File: src/sv/sm4_block_cipher_ecb_cbc_top_defines.svh
// Assertion macros for the SM4 ECB/CBC block.
`ifndef SM4_BLOCK_CIPHER_ECB_CBC_TOP_DEFINES_SVH
`define SM4_BLOCK_CIPHER_ECB_CBC_TOP_DEFINES_SVH
`ifndef ASSERT_OFF
`define SM4_ASSERT(label, clk, rst_n, prop, msg) \
  label: assert property (@(posedge clk) disable iff (!rst_n) (prop)) else $error(msg);
`define SM4_ASSERT_NEXT(label, clk, rst_n, pre, post, msg) \
  label: assert property (@(posedge clk) disable iff (!rst_n) (pre) |=> (post)) else $error(msg);
`else
`define SM4_ASSERT(label, clk, rst_n, prop, msg)
`define SM4_ASSERT_NEXT(label, clk, rst_n, pre, post, msg)
`endif
`endif

File: src/sv/sm4_pkg.sv
// Shared types, constants and functions for the SM4 block.
package sm4_pkg;
  localparam int unsigned Rounds = 32;
  localparam int unsigned RkAw = $clog2(Rounds);
  localparam int unsigned CfgIdxW = 3;
  localparam int unsigned CfgDataW = 64;

  localparam logic [CfgIdxW-1:0] RegKeyHi = 3'd0;
  localparam logic [CfgIdxW-1:0] RegKeyLo = 3'd1;
  localparam logic [CfgIdxW-1:0] RegIvHi  = 3'd2;
  localparam logic [CfgIdxW-1:0] RegIvLo  = 3'd3;
  localparam logic [CfgIdxW-1:0] RegDec   = 3'd4;
  localparam logic [CfgIdxW-1:0] RegCbc   = 3'd5;

  localparam logic [31:0] Fk0 = 32'ha3b1bac6;
  localparam logic [31:0] Fk1 = 32'h56aa3350;
  localparam logic [31:0] Fk2 = 32'h677d9197;
  localparam logic [31:0] Fk3 = 32'hb27022dc;

  typedef enum logic [2:0] {
    StIdle, StExpand, StPrime, StCrypt, StOut
  } state_e;

  typedef struct packed {
    logic load_key;    // load schedule registers from key
    logic expand_step; // one key schedule round, write RAM
    logic load_block;  // load cipher state from request
    logic crypt_step;  // one cipher round
    logic rd_en;       // read round key
    logic [RkAw-1:0] rk_addr;
    logic finish;      // capture result and update chain
  } ctrl_t;

  function automatic logic [7:0] sbox(input logic [7:0] a);
    logic [7:0] t [256];
    t = '{
      8'hd6,8'h90,8'he9,8'hfe,8'hcc,8'he1,8'h3d,8'hb7,8'h16,8'hb6,8'h14,8'hc2,8'h28,8'hfb,8'h2c,8'h05,
      8'h2b,8'h67,8'h9a,8'h76,8'h2a,8'hbe,8'h04,8'hc3,8'haa,8'h44,8'h13,8'h26,8'h49,8'h86,8'h06,8'h99,
      8'h9c,8'h42,8'h50,8'hf4,8'h91,8'hef,8'h98,8'h7a,8'h33,8'h54,8'h0b,8'h43,8'hed,8'hcf,8'hac,8'h62,
      8'he4,8'hb3,8'h1c,8'ha9,8'hc9,8'h08,8'he8,8'h95,8'h80,8'hdf,8'h94,8'hfa,8'h75,8'h8f,8'h3f,8'ha6,
      8'h47,8'h07,8'ha7,8'hfc,8'hf3,8'h73,8'h17,8'hba,8'h83,8'h59,8'h3c,8'h19,8'he6,8'h85,8'h4f,8'ha8,
      8'h68,8'h6b,8'h81,8'hb2,8'h71,8'h64,8'hda,8'h8b,8'hf8,8'heb,8'h0f,8'h4b,8'h70,8'h56,8'h9d,8'h35,
      8'h1e,8'h24,8'h0e,8'h5e,8'h63,8'h58,8'hd1,8'ha2,8'h25,8'h22,8'h7c,8'h3b,8'h01,8'h21,8'h78,8'h87,
      8'hd4,8'h00,8'h46,8'h57,8'h9f,8'hd3,8'h27,8'h52,8'h4c,8'h36,8'h02,8'he7,8'ha0,8'hc4,8'hc8,8'h9e,
      8'hea,8'hbf,8'h8a,8'hd2,8'h40,8'hc7,8'h38,8'hb5,8'ha3,8'hf7,8'hf2,8'hce,8'hf9,8'h61,8'h15,8'ha1,
      8'he0,8'hae,8'h5d,8'ha4,8'h9b,8'h34,8'h1a,8'h55,8'had,8'h93,8'h32,8'h30,8'hf5,8'h8c,8'hb1,8'he3,
      8'h1d,8'hf6,8'he2,8'h2e,8'h82,8'h66,8'hca,8'h60,8'hc0,8'h29,8'h23,8'hab,8'h0d,8'h53,8'h4e,8'h6f,
      8'hd5,8'hdb,8'h37,8'h45,8'hde,8'hfd,8'h8e,8'h2f,8'h03,8'hff,8'h6a,8'h72,8'h6d,8'h6c,8'h5b,8'h51,
      8'h8d,8'h1b,8'haf,8'h92,8'hbb,8'hdd,8'hbc,8'h7f,8'h11,8'hd9,8'h5c,8'h41,8'h1f,8'h10,8'h5a,8'hd8,
      8'h0a,8'hc1,8'h31,8'h88,8'ha5,8'hcd,8'h7b,8'hbd,8'h2d,8'h74,8'hd0,8'h12,8'hb8,8'he5,8'hb4,8'hb0,
      8'h89,8'h69,8'h97,8'h4a,8'h0c,8'h96,8'h77,8'h7e,8'h65,8'hb9,8'hf1,8'h09,8'hc5,8'h6e,8'hc6,8'h84,
      8'h18,8'hf0,8'h7d,8'hec,8'h3a,8'hdc,8'h4d,8'h20,8'h79,8'hee,8'h5f,8'h3e,8'hd7,8'hcb,8'h39,8'h48
    };
    return t[a];
  endfunction

  function automatic logic [31:0] subst_word(input logic [31:0] v);
    return {sbox(v[31:24]), sbox(v[23:16]), sbox(v[15:8]), sbox(v[7:0])};
  endfunction

  function automatic logic [31:0] rotl(input logic [31:0] v, input int unsigned n);
    return (v << n) | (v >> (32 - n));
  endfunction

  function automatic logic [31:0] round_mix(input logic [31:0] v);
    logic [31:0] b;
    b = subst_word(v);
    return b ^ rotl(b, 2) ^ rotl(b, 10) ^ rotl(b, 18) ^ rotl(b, 24);
  endfunction

  function automatic logic [31:0] sched_mix(input logic [31:0] v);
    logic [31:0] b;
    b = subst_word(v);
    return b ^ rotl(b, 13) ^ rotl(b, 23);
  endfunction

  // Byte j of the constant for round r is (4r + j) * 7 mod 256.
  function automatic logic [31:0] round_const(input logic [RkAw-1:0] r);
    logic [31:0] c;
    logic [7:0] base;
    base = 8'({r, 2'b00});
    for (int j = 0; j < 4; j++) begin
      c[31-8*j -: 8] = 8'((base + 8'(j)) * 8'd7);
    end
    return c;
  endfunction
endpackage

File: src/sv/sm4_if.sv
// Valid/ready channel interfaces for blocks, results and register writes.
interface sm4_blk_if;
  logic valid;
  logic ready;
  logic [63:0] block_hi;
  logic [63:0] block_lo;
  logic first_block;
  modport source (output valid, block_hi, block_lo, first_block, input ready);
  modport sink (input valid, block_hi, block_lo, first_block, output ready);
endinterface

interface sm4_res_if;
  logic valid;
  logic ready;
  logic [63:0] result_hi;
  logic [63:0] result_lo;
  modport source (output valid, result_hi, result_lo, input ready);
  modport sink (input valid, result_hi, result_lo, output ready);
endinterface

interface sm4_cfg_if;
  logic valid;
  logic ready;
  logic [sm4_pkg::CfgIdxW-1:0] index;
  logic [sm4_pkg::CfgDataW-1:0] data;
  modport source (output valid, index, data, input ready);
  modport sink (input valid, index, data, output ready);
endinterface

File: src/sv/sm4_block_cipher_ecb_cbc_top.sv
// Top level of the SM4 ECB/CBC block cipher.
//
//  channel  dir  handshake            payload
//  cfg_w    in   cfg_w.valid/ready    index, data (key, IV, decrypt, CBC)
//  blk_in   in   blk_in.valid/ready   block_hi, block_lo, first_block
//  res_out  out  res_out.valid/ready  result_hi, result_lo
//
// An accepted request is loaded, primed with a key read and run through 32
// rounds on the shared round unit; key expansion runs first on the first
// request after reset or a key write. Round keys sit in a 32x32 RAM.
// Reset clears config, chaining and control; no clearing pass is needed.
// A finished result waits in the output register; the next request is taken
// meanwhile and only its hand-off stalls on a full output register.
`include "sm4_block_cipher_ecb_cbc_top_defines.svh"
module sm4_block_cipher_ecb_cbc_top (
  input logic     clk_i,
  input logic     rst_ni,
  sm4_cfg_if.sink cfg_w,
  sm4_blk_if.sink blk_in,
  sm4_res_if.source res_out
);
  sm4_pkg::ctrl_t ctrl;
  logic keys_ready, dec;

  // Config is always taken; the caller writes only while idle.
  assign cfg_w.ready = 1'b1;

  sm4_ctrl u_ctrl (
    .clk_i        (clk_i),
    .rst_ni       (rst_ni),
    .in_valid_i   (blk_in.valid),
    .in_ready_o   (blk_in.ready),
    .out_valid_o  (res_out.valid),
    .out_ready_i  (res_out.ready),
    .keys_ready_i (keys_ready),
    .dec_i        (dec),
    .ctrl_o       (ctrl)
  );

  sm4_datapath u_dp (
    .clk_i         (clk_i),
    .rst_ni        (rst_ni),
    .ctrl_i        (ctrl),
    .cfg_we_i      (cfg_w.valid),
    .cfg_idx_i     (cfg_w.index),
    .cfg_data_i    (cfg_w.data),
    .block_hi_i    (blk_in.block_hi),
    .block_lo_i    (blk_in.block_lo),
    .first_block_i (blk_in.first_block),
    .keys_ready_o  (keys_ready),
    .dec_o         (dec),
    .result_hi_o   (res_out.result_hi),
    .result_lo_o   (res_out.result_lo)
  );

  // Expansion never overlaps a cipher round.
  `SM4_ASSERT(a_no_overlap, clk_i, rst_ni, !(ctrl.expand_step && ctrl.crypt_step), "expand and crypt overlap")
  // Keys are ready once rounds run.
  `SM4_ASSERT(a_keys_for_crypt, clk_i, rst_ni, !ctrl.crypt_step || keys_ready, "crypt without keys")
  // A result is captured only when the output register is free or draining.
  `SM4_ASSERT(a_no_overwrite, clk_i, rst_ni, !ctrl.finish || !res_out.valid || res_out.ready, "result overwritten")
  // A finish always leaves a valid result behind.
  `SM4_ASSERT_NEXT(a_finish_valid, clk_i, rst_ni, ctrl.finish, res_out.valid, "finish lost")
endmodule

File: src/sv/sm4_ram.sv
// Generic single-port-write, registered-read RAM.
module sm4_ram #(
  parameter int unsigned Width = 32,
  parameter int unsigned Depth = 32
) (
  input  logic                     clk_i,
  input  logic                     we_i,
  input  logic [$clog2(Depth)-1:0] waddr_i,
  input  logic [Width-1:0]         wdata_i,
  input  logic                     re_i,
  input  logic [$clog2(Depth)-1:0] raddr_i,
  output logic [Width-1:0]         rdata_o
);
  logic [Width-1:0] mem_q [Depth];
  logic [Width-1:0] rdata_q;

  always_ff @(posedge clk_i) begin
    if (we_i) begin
      mem_q[waddr_i] <= wdata_i;
    end
    if (re_i) begin
      rdata_q <= mem_q[raddr_i];
    end
  end

  assign rdata_o = rdata_q;
endmodule

File: src/sv/sm4_ctrl.sv
// Sequencer for key expansion, cipher rounds and result hand-off.
module sm4_ctrl (
  input  logic           clk_i,
  input  logic           rst_ni,
  input  logic           in_valid_i,
  output logic           in_ready_o,
  output logic           out_valid_o,
  input  logic           out_ready_i,
  input  logic           keys_ready_i,
  input  logic           dec_i,
  output sm4_pkg::ctrl_t ctrl_o
);
  sm4_pkg::state_e state_q, state_d;
  logic [sm4_pkg::RkAw-1:0] cnt_q, cnt_d;
  logic busy_out_q, busy_out_d;

  always_ff @(posedge clk_i or negedge rst_ni) begin
    if (!rst_ni) begin
      state_q    <= sm4_pkg::StIdle;
      cnt_q      <= '0;
      busy_out_q <= 1'b0;
    end else begin
      state_q    <= state_d;
      cnt_q      <= cnt_d;
      busy_out_q <= busy_out_d;
    end
  end

  always_comb begin
    state_d = state_q;
    cnt_d = cnt_q;
    busy_out_d = busy_out_q;
    ctrl_o = '0;
    in_ready_o = 1'b0;
    if (busy_out_q && out_ready_i) begin
      busy_out_d = 1'b0;
    end
    case (state_q)
      sm4_pkg::StIdle: begin
        in_ready_o = 1'b1;
        if (in_valid_i) begin
          ctrl_o.load_block = 1'b1;
          cnt_d = '0;
          if (!keys_ready_i) begin
            ctrl_o.load_key = 1'b1;
            state_d = sm4_pkg::StExpand;
          end else begin
            state_d = sm4_pkg::StPrime;
          end
        end
      end
      sm4_pkg::StExpand: begin
        ctrl_o.expand_step = 1'b1;
        ctrl_o.rk_addr = cnt_q;
        cnt_d = cnt_q + 1'b1;
        if (cnt_q == sm4_pkg::RkAw'(sm4_pkg::Rounds - 1)) begin
          state_d = sm4_pkg::StPrime;
        end
      end
      sm4_pkg::StPrime: begin
        ctrl_o.rd_en = 1'b1;
        ctrl_o.rk_addr = dec_i ? ~cnt_q : cnt_q;
        state_d = sm4_pkg::StCrypt;
      end
      sm4_pkg::StCrypt: begin
        ctrl_o.crypt_step = 1'b1;
        ctrl_o.rd_en = 1'b1;
        ctrl_o.rk_addr = dec_i ? ~(cnt_q + 1'b1) : (cnt_q + 1'b1);
        cnt_d = cnt_q + 1'b1;
        if (cnt_q == sm4_pkg::RkAw'(sm4_pkg::Rounds - 1)) begin
          state_d = sm4_pkg::StOut;
        end
      end
      sm4_pkg::StOut: begin
        if (!busy_out_q || out_ready_i) begin
          ctrl_o.finish = 1'b1;
          busy_out_d = 1'b1;
          state_d = sm4_pkg::StIdle;
        end
      end
      default: state_d = sm4_pkg::StIdle;
    endcase
  end

  assign out_valid_o = busy_out_q;
endmodule

File: src/sv/sm4_datapath.sv
// Key schedule, round function, chaining and result register.
module sm4_datapath (
  input  logic           clk_i,
  input  logic           rst_ni,
  input  sm4_pkg::ctrl_t ctrl_i,
  input  logic           cfg_we_i,
  input  logic [sm4_pkg::CfgIdxW-1:0]  cfg_idx_i,
  input  logic [sm4_pkg::CfgDataW-1:0] cfg_data_i,
  input  logic [63:0]    block_hi_i,
  input  logic [63:0]    block_lo_i,
  input  logic           first_block_i,
  output logic           keys_ready_o,
  output logic           dec_o,
  output logic [63:0]    result_hi_o,
  output logic [63:0]    result_lo_o
);
  logic [63:0] key_hi_q, key_lo_q, iv_hi_q, iv_lo_q;
  logic dec_q, cbc_q, keys_ready_q, keys_ready_d;
  logic [63:0] chain_hi_q, chain_hi_d, chain_lo_q, chain_lo_d;
  logic [63:0] in_hi_q, in_lo_q;
  logic [31:0] k_q [4];
  logic [31:0] x_q [4];
  logic [31:0] nk, nx, rk;
  logic [63:0] res_hi_q, res_lo_q, ch_hi, ch_lo, c_hi, c_lo;

  always_ff @(posedge clk_i or negedge rst_ni) begin
    if (!rst_ni) begin
      key_hi_q <= '0; key_lo_q <= '0; iv_hi_q <= '0; iv_lo_q <= '0;
      dec_q <= 1'b0; cbc_q <= 1'b0; keys_ready_q <= 1'b0;
      chain_hi_q <= '0; chain_lo_q <= '0;
    end else begin
      keys_ready_q <= keys_ready_d;
      chain_hi_q <= chain_hi_d;
      chain_lo_q <= chain_lo_d;
      if (cfg_we_i) begin
        case (cfg_idx_i)
          sm4_pkg::RegKeyHi: key_hi_q <= cfg_data_i;
          sm4_pkg::RegKeyLo: key_lo_q <= cfg_data_i;
          sm4_pkg::RegIvHi:  iv_hi_q <= cfg_data_i;
          sm4_pkg::RegIvLo:  iv_lo_q <= cfg_data_i;
          sm4_pkg::RegDec:   dec_q <= cfg_data_i[0];
          sm4_pkg::RegCbc:   cbc_q <= cfg_data_i[0];
          default: ;
        endcase
      end
    end
  end

  always_comb begin
    keys_ready_d = keys_ready_q;
    if (ctrl_i.expand_step) keys_ready_d = 1'b1;
    if (cfg_we_i && (cfg_idx_i == sm4_pkg::RegKeyHi || cfg_idx_i == sm4_pkg::RegKeyLo)) begin
      keys_ready_d = 1'b0;
    end
  end

  // Chain value seen by this block: IV on a first block in CBC.
  assign ch_hi = (cbc_q && first_block_i) ? iv_hi_q : chain_hi_q;
  assign ch_lo = (cbc_q && first_block_i) ? iv_lo_q : chain_lo_q;

  assign nk = k_q[0] ^ sm4_pkg::sched_mix(k_q[1] ^ k_q[2] ^ k_q[3]
              ^ sm4_pkg::round_const(ctrl_i.rk_addr));
  assign nx = x_q[0] ^ sm4_pkg::round_mix(x_q[1] ^ x_q[2] ^ x_q[3] ^ rk);

  sm4_ram #(.Width(32), .Depth(sm4_pkg::Rounds)) u_rk_ram (
    .clk_i   (clk_i),
    .we_i    (ctrl_i.expand_step),
    .waddr_i (ctrl_i.rk_addr),
    .wdata_i (nk),
    .re_i    (ctrl_i.rd_en),
    .raddr_i (ctrl_i.rk_addr),
    .rdata_o (rk)
  );

  always_ff @(posedge clk_i) begin
    if (ctrl_i.load_key) begin
      k_q[0] <= key_hi_q[63:32] ^ sm4_pkg::Fk0;
      k_q[1] <= key_hi_q[31:0] ^ sm4_pkg::Fk1;
      k_q[2] <= key_lo_q[63:32] ^ sm4_pkg::Fk2;
      k_q[3] <= key_lo_q[31:0] ^ sm4_pkg::Fk3;
    end else if (ctrl_i.expand_step) begin
      k_q[0] <= k_q[1]; k_q[1] <= k_q[2]; k_q[2] <= k_q[3]; k_q[3] <= nk;
    end
    if (ctrl_i.load_block) begin
      in_hi_q <= block_hi_i;
      in_lo_q <= block_lo_i;
      if (cbc_q && !dec_q) begin
        x_q[0] <= block_hi_i[63:32] ^ ch_hi[63:32];
        x_q[1] <= block_hi_i[31:0] ^ ch_hi[31:0];
        x_q[2] <= block_lo_i[63:32] ^ ch_lo[63:32];
        x_q[3] <= block_lo_i[31:0] ^ ch_lo[31:0];
      end else begin
        x_q[0] <= block_hi_i[63:32]; x_q[1] <= block_hi_i[31:0];
        x_q[2] <= block_lo_i[63:32]; x_q[3] <= block_lo_i[31:0];
      end
    end else if (ctrl_i.crypt_step) begin
      x_q[0] <= x_q[1]; x_q[1] <= x_q[2]; x_q[2] <= x_q[3]; x_q[3] <= nx;
    end
    if (ctrl_i.finish) begin
      res_hi_q <= (cbc_q && dec_q) ? (c_hi ^ chain_hi_q) : c_hi;
      res_lo_q <= (cbc_q && dec_q) ? (c_lo ^ chain_lo_q) : c_lo;
    end
  end

  assign c_hi = {x_q[3], x_q[2]};
  assign c_lo = {x_q[1], x_q[0]};

  always_comb begin
    chain_hi_d = chain_hi_q;
    chain_lo_d = chain_lo_q;
    if (ctrl_i.load_block && cbc_q) begin
      chain_hi_d = ch_hi;
      chain_lo_d = ch_lo;
    end
    if (ctrl_i.finish && cbc_q) begin
      chain_hi_d = dec_q ? in_hi_q : c_hi;
      chain_lo_d = dec_q ? in_lo_q : c_lo;
    end
  end

  assign keys_ready_o = keys_ready_q;
  assign dec_o = dec_q;
  assign result_hi_o = res_hi_q;
  assign result_lo_o = res_lo_q;
endmodule

File: src/flat_wrapper.sv
// flat-port wrapper written by rule: the top's interface ports become plain ports
module sm4_block_cipher_ecb_cbc_top_flat 
  (clk_i, rst_ni, cfg_w_valid, cfg_w_index, cfg_w_data, cfg_w_ready, blk_in_valid, blk_in_block_hi, blk_in_block_lo, blk_in_first_block, blk_in_ready, res_out_valid, res_out_result_hi, res_out_result_lo, res_out_ready);
  sm4_cfg_if cfg_w_i ();
  sm4_blk_if blk_in_i ();
  sm4_res_if res_out_i ();
  input logic clk_i;
  input logic rst_ni;
  input wire logic [$bits(cfg_w_i.valid)-1:0] cfg_w_valid;
  input wire logic [$bits(cfg_w_i.index)-1:0] cfg_w_index;
  input wire logic [$bits(cfg_w_i.data)-1:0] cfg_w_data;
  output wire logic [$bits(cfg_w_i.ready)-1:0] cfg_w_ready;
  input wire logic [$bits(blk_in_i.valid)-1:0] blk_in_valid;
  input wire logic [$bits(blk_in_i.block_hi)-1:0] blk_in_block_hi;
  input wire logic [$bits(blk_in_i.block_lo)-1:0] blk_in_block_lo;
  input wire logic [$bits(blk_in_i.first_block)-1:0] blk_in_first_block;
  output wire logic [$bits(blk_in_i.ready)-1:0] blk_in_ready;
  output wire logic [$bits(res_out_i.valid)-1:0] res_out_valid;
  output wire logic [$bits(res_out_i.result_hi)-1:0] res_out_result_hi;
  output wire logic [$bits(res_out_i.result_lo)-1:0] res_out_result_lo;
  input wire logic [$bits(res_out_i.ready)-1:0] res_out_ready;
  assign cfg_w_i.valid = cfg_w_valid;
  assign cfg_w_i.index = cfg_w_index;
  assign cfg_w_i.data = cfg_w_data;
  assign cfg_w_ready = cfg_w_i.ready;
  assign blk_in_i.valid = blk_in_valid;
  assign blk_in_i.block_hi = blk_in_block_hi;
  assign blk_in_i.block_lo = blk_in_block_lo;
  assign blk_in_i.first_block = blk_in_first_block;
  assign blk_in_ready = blk_in_i.ready;
  assign res_out_valid = res_out_i.valid;
  assign res_out_result_hi = res_out_i.result_hi;
  assign res_out_result_lo = res_out_i.result_lo;
  assign res_out_i.ready = res_out_ready;
  sm4_block_cipher_ecb_cbc_top u_core (.clk_i(clk_i), .rst_ni(rst_ni), .cfg_w(cfg_w_i), .blk_in(blk_in_i), .res_out(res_out_i));
endmodule
File: config.mk
export PLATFORM = sky130hd
export DESIGN_NAME = sm4_block_cipher_ecb_cbc_top_flat
export DESIGN_NICKNAME = d
export VERILOG_FILES = /design/src/sv/sm4_pkg.sv /design/src/sv/sm4_if.sv /design/src/sv/sm4_block_cipher_ecb_cbc_top.sv /design/src/sv/sm4_ram.sv /design/src/sv/sm4_ctrl.sv /design/src/sv/sm4_datapath.sv /design/src/flat_wrapper.sv
export VERILOG_INCLUDE_DIRS = /design/src /design/src/sv
export SDC_FILE = /design/constraint.sdc
export NUM_CORES = 2
export LEC_CHECK = 0
export BUFFER_PORTS_ARGS = -buffer_cell sky130_fd_sc_hd__buf_2
export CORE_AREA = 5 5 616 618
export DETAILED_ROUTE_END_ITERATION = 10
export DIE_AREA = 0 0 621 623
export PLACE_DENSITY = 0.47
export SYNTH_ARGS = -nofsm -noshare
export SYNTH_HDL_FRONTEND = slang
export SYNTH_HIERARCHICAL = 1
export SYNTH_SLANG_ARGS = --single-unit
File: constraint.sdc
create_clock -name clk_i -period 8.95 [get_ports clk_i]
set_input_delay 1.3425 -clock clk_i [delete_from_list [all_inputs] [get_ports clk_i]]
set_output_delay 1.3425 -clock clk_i [all_outputs]
set_load 0.02 [all_outputs]
Word-level counts from Yosys, hierarchy flattened
Memory sizes are Yosys's and may differ from the RTL's. A register that Yosys moved wholly into a read port is not among the register bits.
Index checks and enable logic that the tools add are counted.
Cells by class
  shift-type cells: 0
  mux-type cells: 80
  $mul: 4
  order comparisons: 8
  divide/modulo/power cells: 0
  bitwise gates (word level): 52
  $add $sub $neg: 4
  reductions and logical operators: 26
  eq/ne operators: 14
Operators by type and width (number)
  64-bit two-way mux: 10
  32-bit XOR: 18
  32-bit two-way mux: 12
  8-bit two-way mux: 16
  64-bit XOR: 2
  9-bit >= comparator (second input constant): 8
  8-bit NOT with 9-bit output: 8
  32-bit by 10-bit OR with 32-bit output: 1
  32-bit by 13-bit OR with 32-bit output: 1
  32-bit by 18-bit OR with 32-bit output: 1
  32-bit by 2-bit OR with 32-bit output: 1
  32-bit by 23-bit OR with 32-bit output: 1
  32-bit by 24-bit OR with 32-bit output: 1
  1-bit two-way mux: 31
  14-bit NOT: 2
  8-bit by 3-bit multiplier with 8-bit output (second input constant): 3
  19-bit NOT: 1
  17-bit NOT: 1
  7-bit by 2-bit adder with 8-bit output (second input constant): 2
  5-bit two-way mux: 3
  3-bit one-hot mux with 5 select lines: 1
  5-bit one-hot mux with 3 select lines: 1
  2-bit AND reduction: 7
  3-bit by 2-bit equality test with 1-bit output (second input constant): 4
  other kinds (19): 52
Word-level totals
  flip-flop bits (word level): 652
  ROM bits: 16384
  memories: 11
  word-level logic and storage cells: 215
  bits in latches: 0
  output and inout bits: 131
  bits in writable memories: 1280
  bits of input ports: 201
Memories
  (no name shown): depth 256, bits a word 8, rd ports 1, clocked after memory_dff 0, write ports 0, RTL line sm4_pkg.sv:54  | return t[a];
  (no name shown): depth 256, bits a word 8, rd ports 1, clocked after memory_dff 0, write ports 0, RTL line sm4_pkg.sv:54
  (no name shown): depth 256, bits a word 8, rd ports 1, clocked after memory_dff 0, write ports 0, RTL line sm4_pkg.sv:54
  (no name shown): depth 256, bits a word 8, rd ports 1, clocked after memory_dff 0, write ports 0, RTL line sm4_pkg.sv:54
  (no name shown): depth 256, bits a word 8, rd ports 1, clocked after memory_dff 0, write ports 0, RTL line sm4_pkg.sv:54
  (no name shown): depth 256, bits a word 8, rd ports 1, clocked after memory_dff 0, write ports 0, RTL line sm4_pkg.sv:54
  +5 memories

Depth between registers and ports, before layout
  depth after elaboration: 16
  mapped depth: 23
  mapped depth without buffers: 19

Cells and area by module
The synthesis kept the hierarchy.
Modules (own cells, without submodules)
  sm4_datapath: area an instance 69828.2 sq um, times used 1, cells an instance 8005, sequential area each 25059.0 sq um
  sm4_ram: area an instance 40805.4 sq um, times used 1, cells an instance 2260, sequential area each 31710.4 sq um
  sm4_ctrl: area an instance 765.7 sq um, times used 1, cells an instance 83, sequential area each 225.2 sq um
  sm4_block_cipher_ecb_cbc_top: area an instance 11.3 sq um, times used 1, cells an instance 2, sequential area each 0.0 sq um

Least setup slack after synthesis
No wires, ideal clock.
  path kind: input -> register
  start point: input res_out_ready
  end point: register u_core.u_dp.chain_lo_q[10]
  arrival time: 9116 ps
  required time: 8873 ps
  setup time: 77 ps
  slack: -243 ps
  stages on the path: 8
  path buffers: 2
  cells stage by stage: nor2b_1 nor2_1 nand2_1 clkbuf_1 a21oi_1 clkbuf_1 nor2_1 a21oi_1
RTL lines
  start: declaration: RTL line flat_wrapper.sv:21  | input wire logic [$bits(res_out_i.ready)-1:0] res_out_ready;
  end signal: assignment: RTL line sm4_datapath.sv:34  | chain_lo_q <= chain_lo_d;
  end: declaration: RTL line sm4_datapath.sv:19  | logic [63:0] chain_hi_q, chain_hi_d, chain_lo_q, chain_lo_d;

==> metrics.txt <==
Hold-fix buffers, CTS=0; layout cell share with drive strength beyond 1=~16%; Die ar.=~390000 um2; worst r2r src=u_core/u_ctrl/state_q[0]; CP required=~9500 ps; Mapped Nets=10650; Overflow after GRT=0; TritonCTS clock tree=done; count of cell types in the netlist=~110; number of global-route vias before repair=88654; antenna violations before repair=106; startpoint types=flop; Cells after Synth=10350; final setup TNS=0 ps; Clock Latency Late Sink=940 ps; Detailed Route WL=roughly 530000 um; Peak Freq=~130 MHz; WL/cell=around 34 um; worst-path cell chain=inv_2 -> o32ai_4 -> fa_1 -> ha_1 -> xor2_1 -> xor2_4 -> nor2_1 -> o21ai_0 -> a221oi_1 -> o311ai_0 -> nand3_1 -> xnor3_1; Layout area overhead=14.4%; leading cell type in the layout, fill and taps excluded=edfxtp_1; placed cells=15171; WS Path Type=flop to flop; CTS clk-pin slew, worst paths=roughly 60 ps; drt pass-1 iters=8; RD Place Congestion=between 0.9 and 1; Max-Slew Margin vs Limit=between 10% and 20%; Top Ports=~330; ANT nets after route=0; CTS H-Tree Depth=4; worst-path maximum fanout=33; Post-synth EDFFs=1568; Finished Layout Cells=around 16000; first-pass GRT wire length=about 740000 um; CP max stage cell=xnor3_1; Core ar.=approximately 370000 um2; post-synthesis sequential area ratio=roughly half; Critical Path Sink Type=flop; FP Rows=about 230; flop-to-flop setup slack=roughly 1200 ps; post-synthesis async set-or-reset flop share=between 20% and 30%; Hold/Removal Path Class=input port to async pin; unrepaired setup endpoints after global routing=no; Die Ht=623 um; final hold viol count=0; Final setup violation count=0; Fin Clk Skew=about 100 ps; crit path from=u_core/u_ctrl/state_q[0]; clk sinks=1964; status=complete, no violations; first-iteration detailed-routing DRC count=12489; number of post-CTS setup repair buffers=0; most frequent cells in the layout=edfxtp_1 (1568), nand2_1 (1152), a21oi_1 (754); GRT Overall Usage=between 20% and 30%; CTS root buf=clkbuf_16; Layout Nets=between 10000 and 15000; Post-CTS Resized=0; Critical Path AT=8310 ps; starting density of the core=between 20% and 30%; max_cap viols=0; Critical Path Max Stage Delay=about 1200 ps; CTS max path bufs=4; mean area per synthesized cell=10.8 um2; DRC viols=0; Port Buffers=between 300 and 400; total CTS buffers=between 200 and 250; final worst path period need=a little under 8000 ps; pins over their slew limit=0; Synth Cell Area=111000 um2; Ys Warns=6; buffers plus inverters on the worst setup path=1; pin count of the biggest net entering global routing=147; worst slew pin tran=1240 ps; Final HPWL DP=between 300000 and 400000 um; Via-to-Cell Ratio=approximately 6; Crit path max-delay family=XOR/XNOR gates; utilization after layout=between 30% and 40%; Vias=between 90000 and 100k; fin crit share=just under 90%; Synth Register Bits=1964; Die X=between 600 and 700 um; Main synth FF type=edfxtp_1
[final timing paths]
path	to	depth (start not counted)
hold reg to reg	u_core/u_dp/key_lo_q[17]	1
max in group asynchronous	u_core/u_dp/dec_o	3
hold / removal	u_core/u_dp/iv_lo_q[23]	1
min in group clk_i	u_core/u_dp/key_lo_q[17]	1
setup / recovery	u_core/u_dp/u_rk_ram/mem_q[29][22]	12
setup reg to reg	u_core/u_dp/u_rk_ram/mem_q[29][22]	12
[metrics by stage]
step	hold WS (ps)	setup WS [ps]	cell area (um2)
after floorplan	471	2140	111000
after global placement	483	1160	120000
after detailed placement	491	1130	120000
after CTS	359	1080	127000
after global routing	413	887	127000
final	433	1180	127000
[flip-flops by register name (all words and copies together) (netlist names)]
register,flops
u_core/u_dp/u_rk_ram/mem_q,1024
u_core/u_dp/k_q,128
u_core/u_dp/x_q,128
u_core/u_dp/chain_hi_q,64
u_core/u_dp/chain_lo_q,64
u_core/u_dp/in_hi_q,64
u_core/u_dp/in_lo_q,64
u_core/u_dp/iv_hi_q,64
u_core/u_dp/iv_lo_q,64
u_core/u_dp/key_hi_q,64
u_core/u_dp/key_lo_q,64
u_core/u_dp/result_hi_o,64
u_core/u_dp/result_lo_o,64
u_core/u_dp/u_rk_ram/rdata_o,32
u_core/u_ctrl/cnt_q,5
u_core/u_ctrl/state_q,3
u_core/u_ctrl/out_valid_o,1
u_core/u_dp/cbc_q,1
u_core/u_dp/dec_o,1
u_core/u_dp/keys_ready_o,1
[logic make-up after synthesis]
kind of cell    synth area share [%]
other cells                  0.00337
fa+ha+maj                       1.17
buf+inv                         3.67
mux                             11.1
xor+xnor                        5.58
flops                           51.2
compound gates                  16.9
simple gates                    10.4
[Yosys cell counts (83+ instances only)]
| library cell | count | area share, % |
|---|---|---|
| edfxtp_1 | 1568 | 42 |
| nand2_1 | 1155 | 3.9 |
| a21oi_1 | 756 | 3.4 |
| nor2_1 | 749 | 2.5 |
| mux2i_1 | 681 | 6.1 |
| o21ai_0 | 607 | 2.7 |
| clkbuf_1 | 543 | 1.8 |
| xnor2_1 | 454 | 3.6 |
| mux2_2 | 452 | 4.6 |
| dfrtp_1 | 396 | 8.9 |
| nand3_1 | 261 | 1.2 |
| nor3_1 | 260 | 1.2 |
| buf_2 | 169 | 0.76 |
| xor2_1 | 165 | 1.3 |
| o211ai_1 | 125 | 0.84 |
| a22oi_1 | 122 | 0.82 |
| a31oi_1 | 119 | 0.67 |
| buf_1 | 112 | 0.38 |
| a211oi_1 | 103 | 0.69 |
| o22ai_1 | 93 | 0.52 |
| ha_1 | 91 | 1.0 |
| a311oi_1 | 83 | 0.65 |
| o221ai_1 | 83 | 0.65 |
[layout make-up]
class | instances | area, um2
sequential | 1964 | 57000
fill | 37692 | 246000
clock inverter | 107 | 1010
inverter | 67 | 253
antenna | 53 | 133
multi-input combinational | 7432 | 51800
tap | 4994 | 6250
clock buffer | 305 | 6170
timing repair buffer | 714 | 4790
[layer usage]
layer	vias up	share of wire [%]	GRT usage, %
li1	39412	-	-
met1	47965	42	35.7
met2	4978	46	42.4
met3	899	7.7	4.08
met4	22	4.4	9.66
met5	-	0.026	0
Power is not shown: default switching activity piles up to over one toggle a cycle in this logic, so the estimate is an artifact.
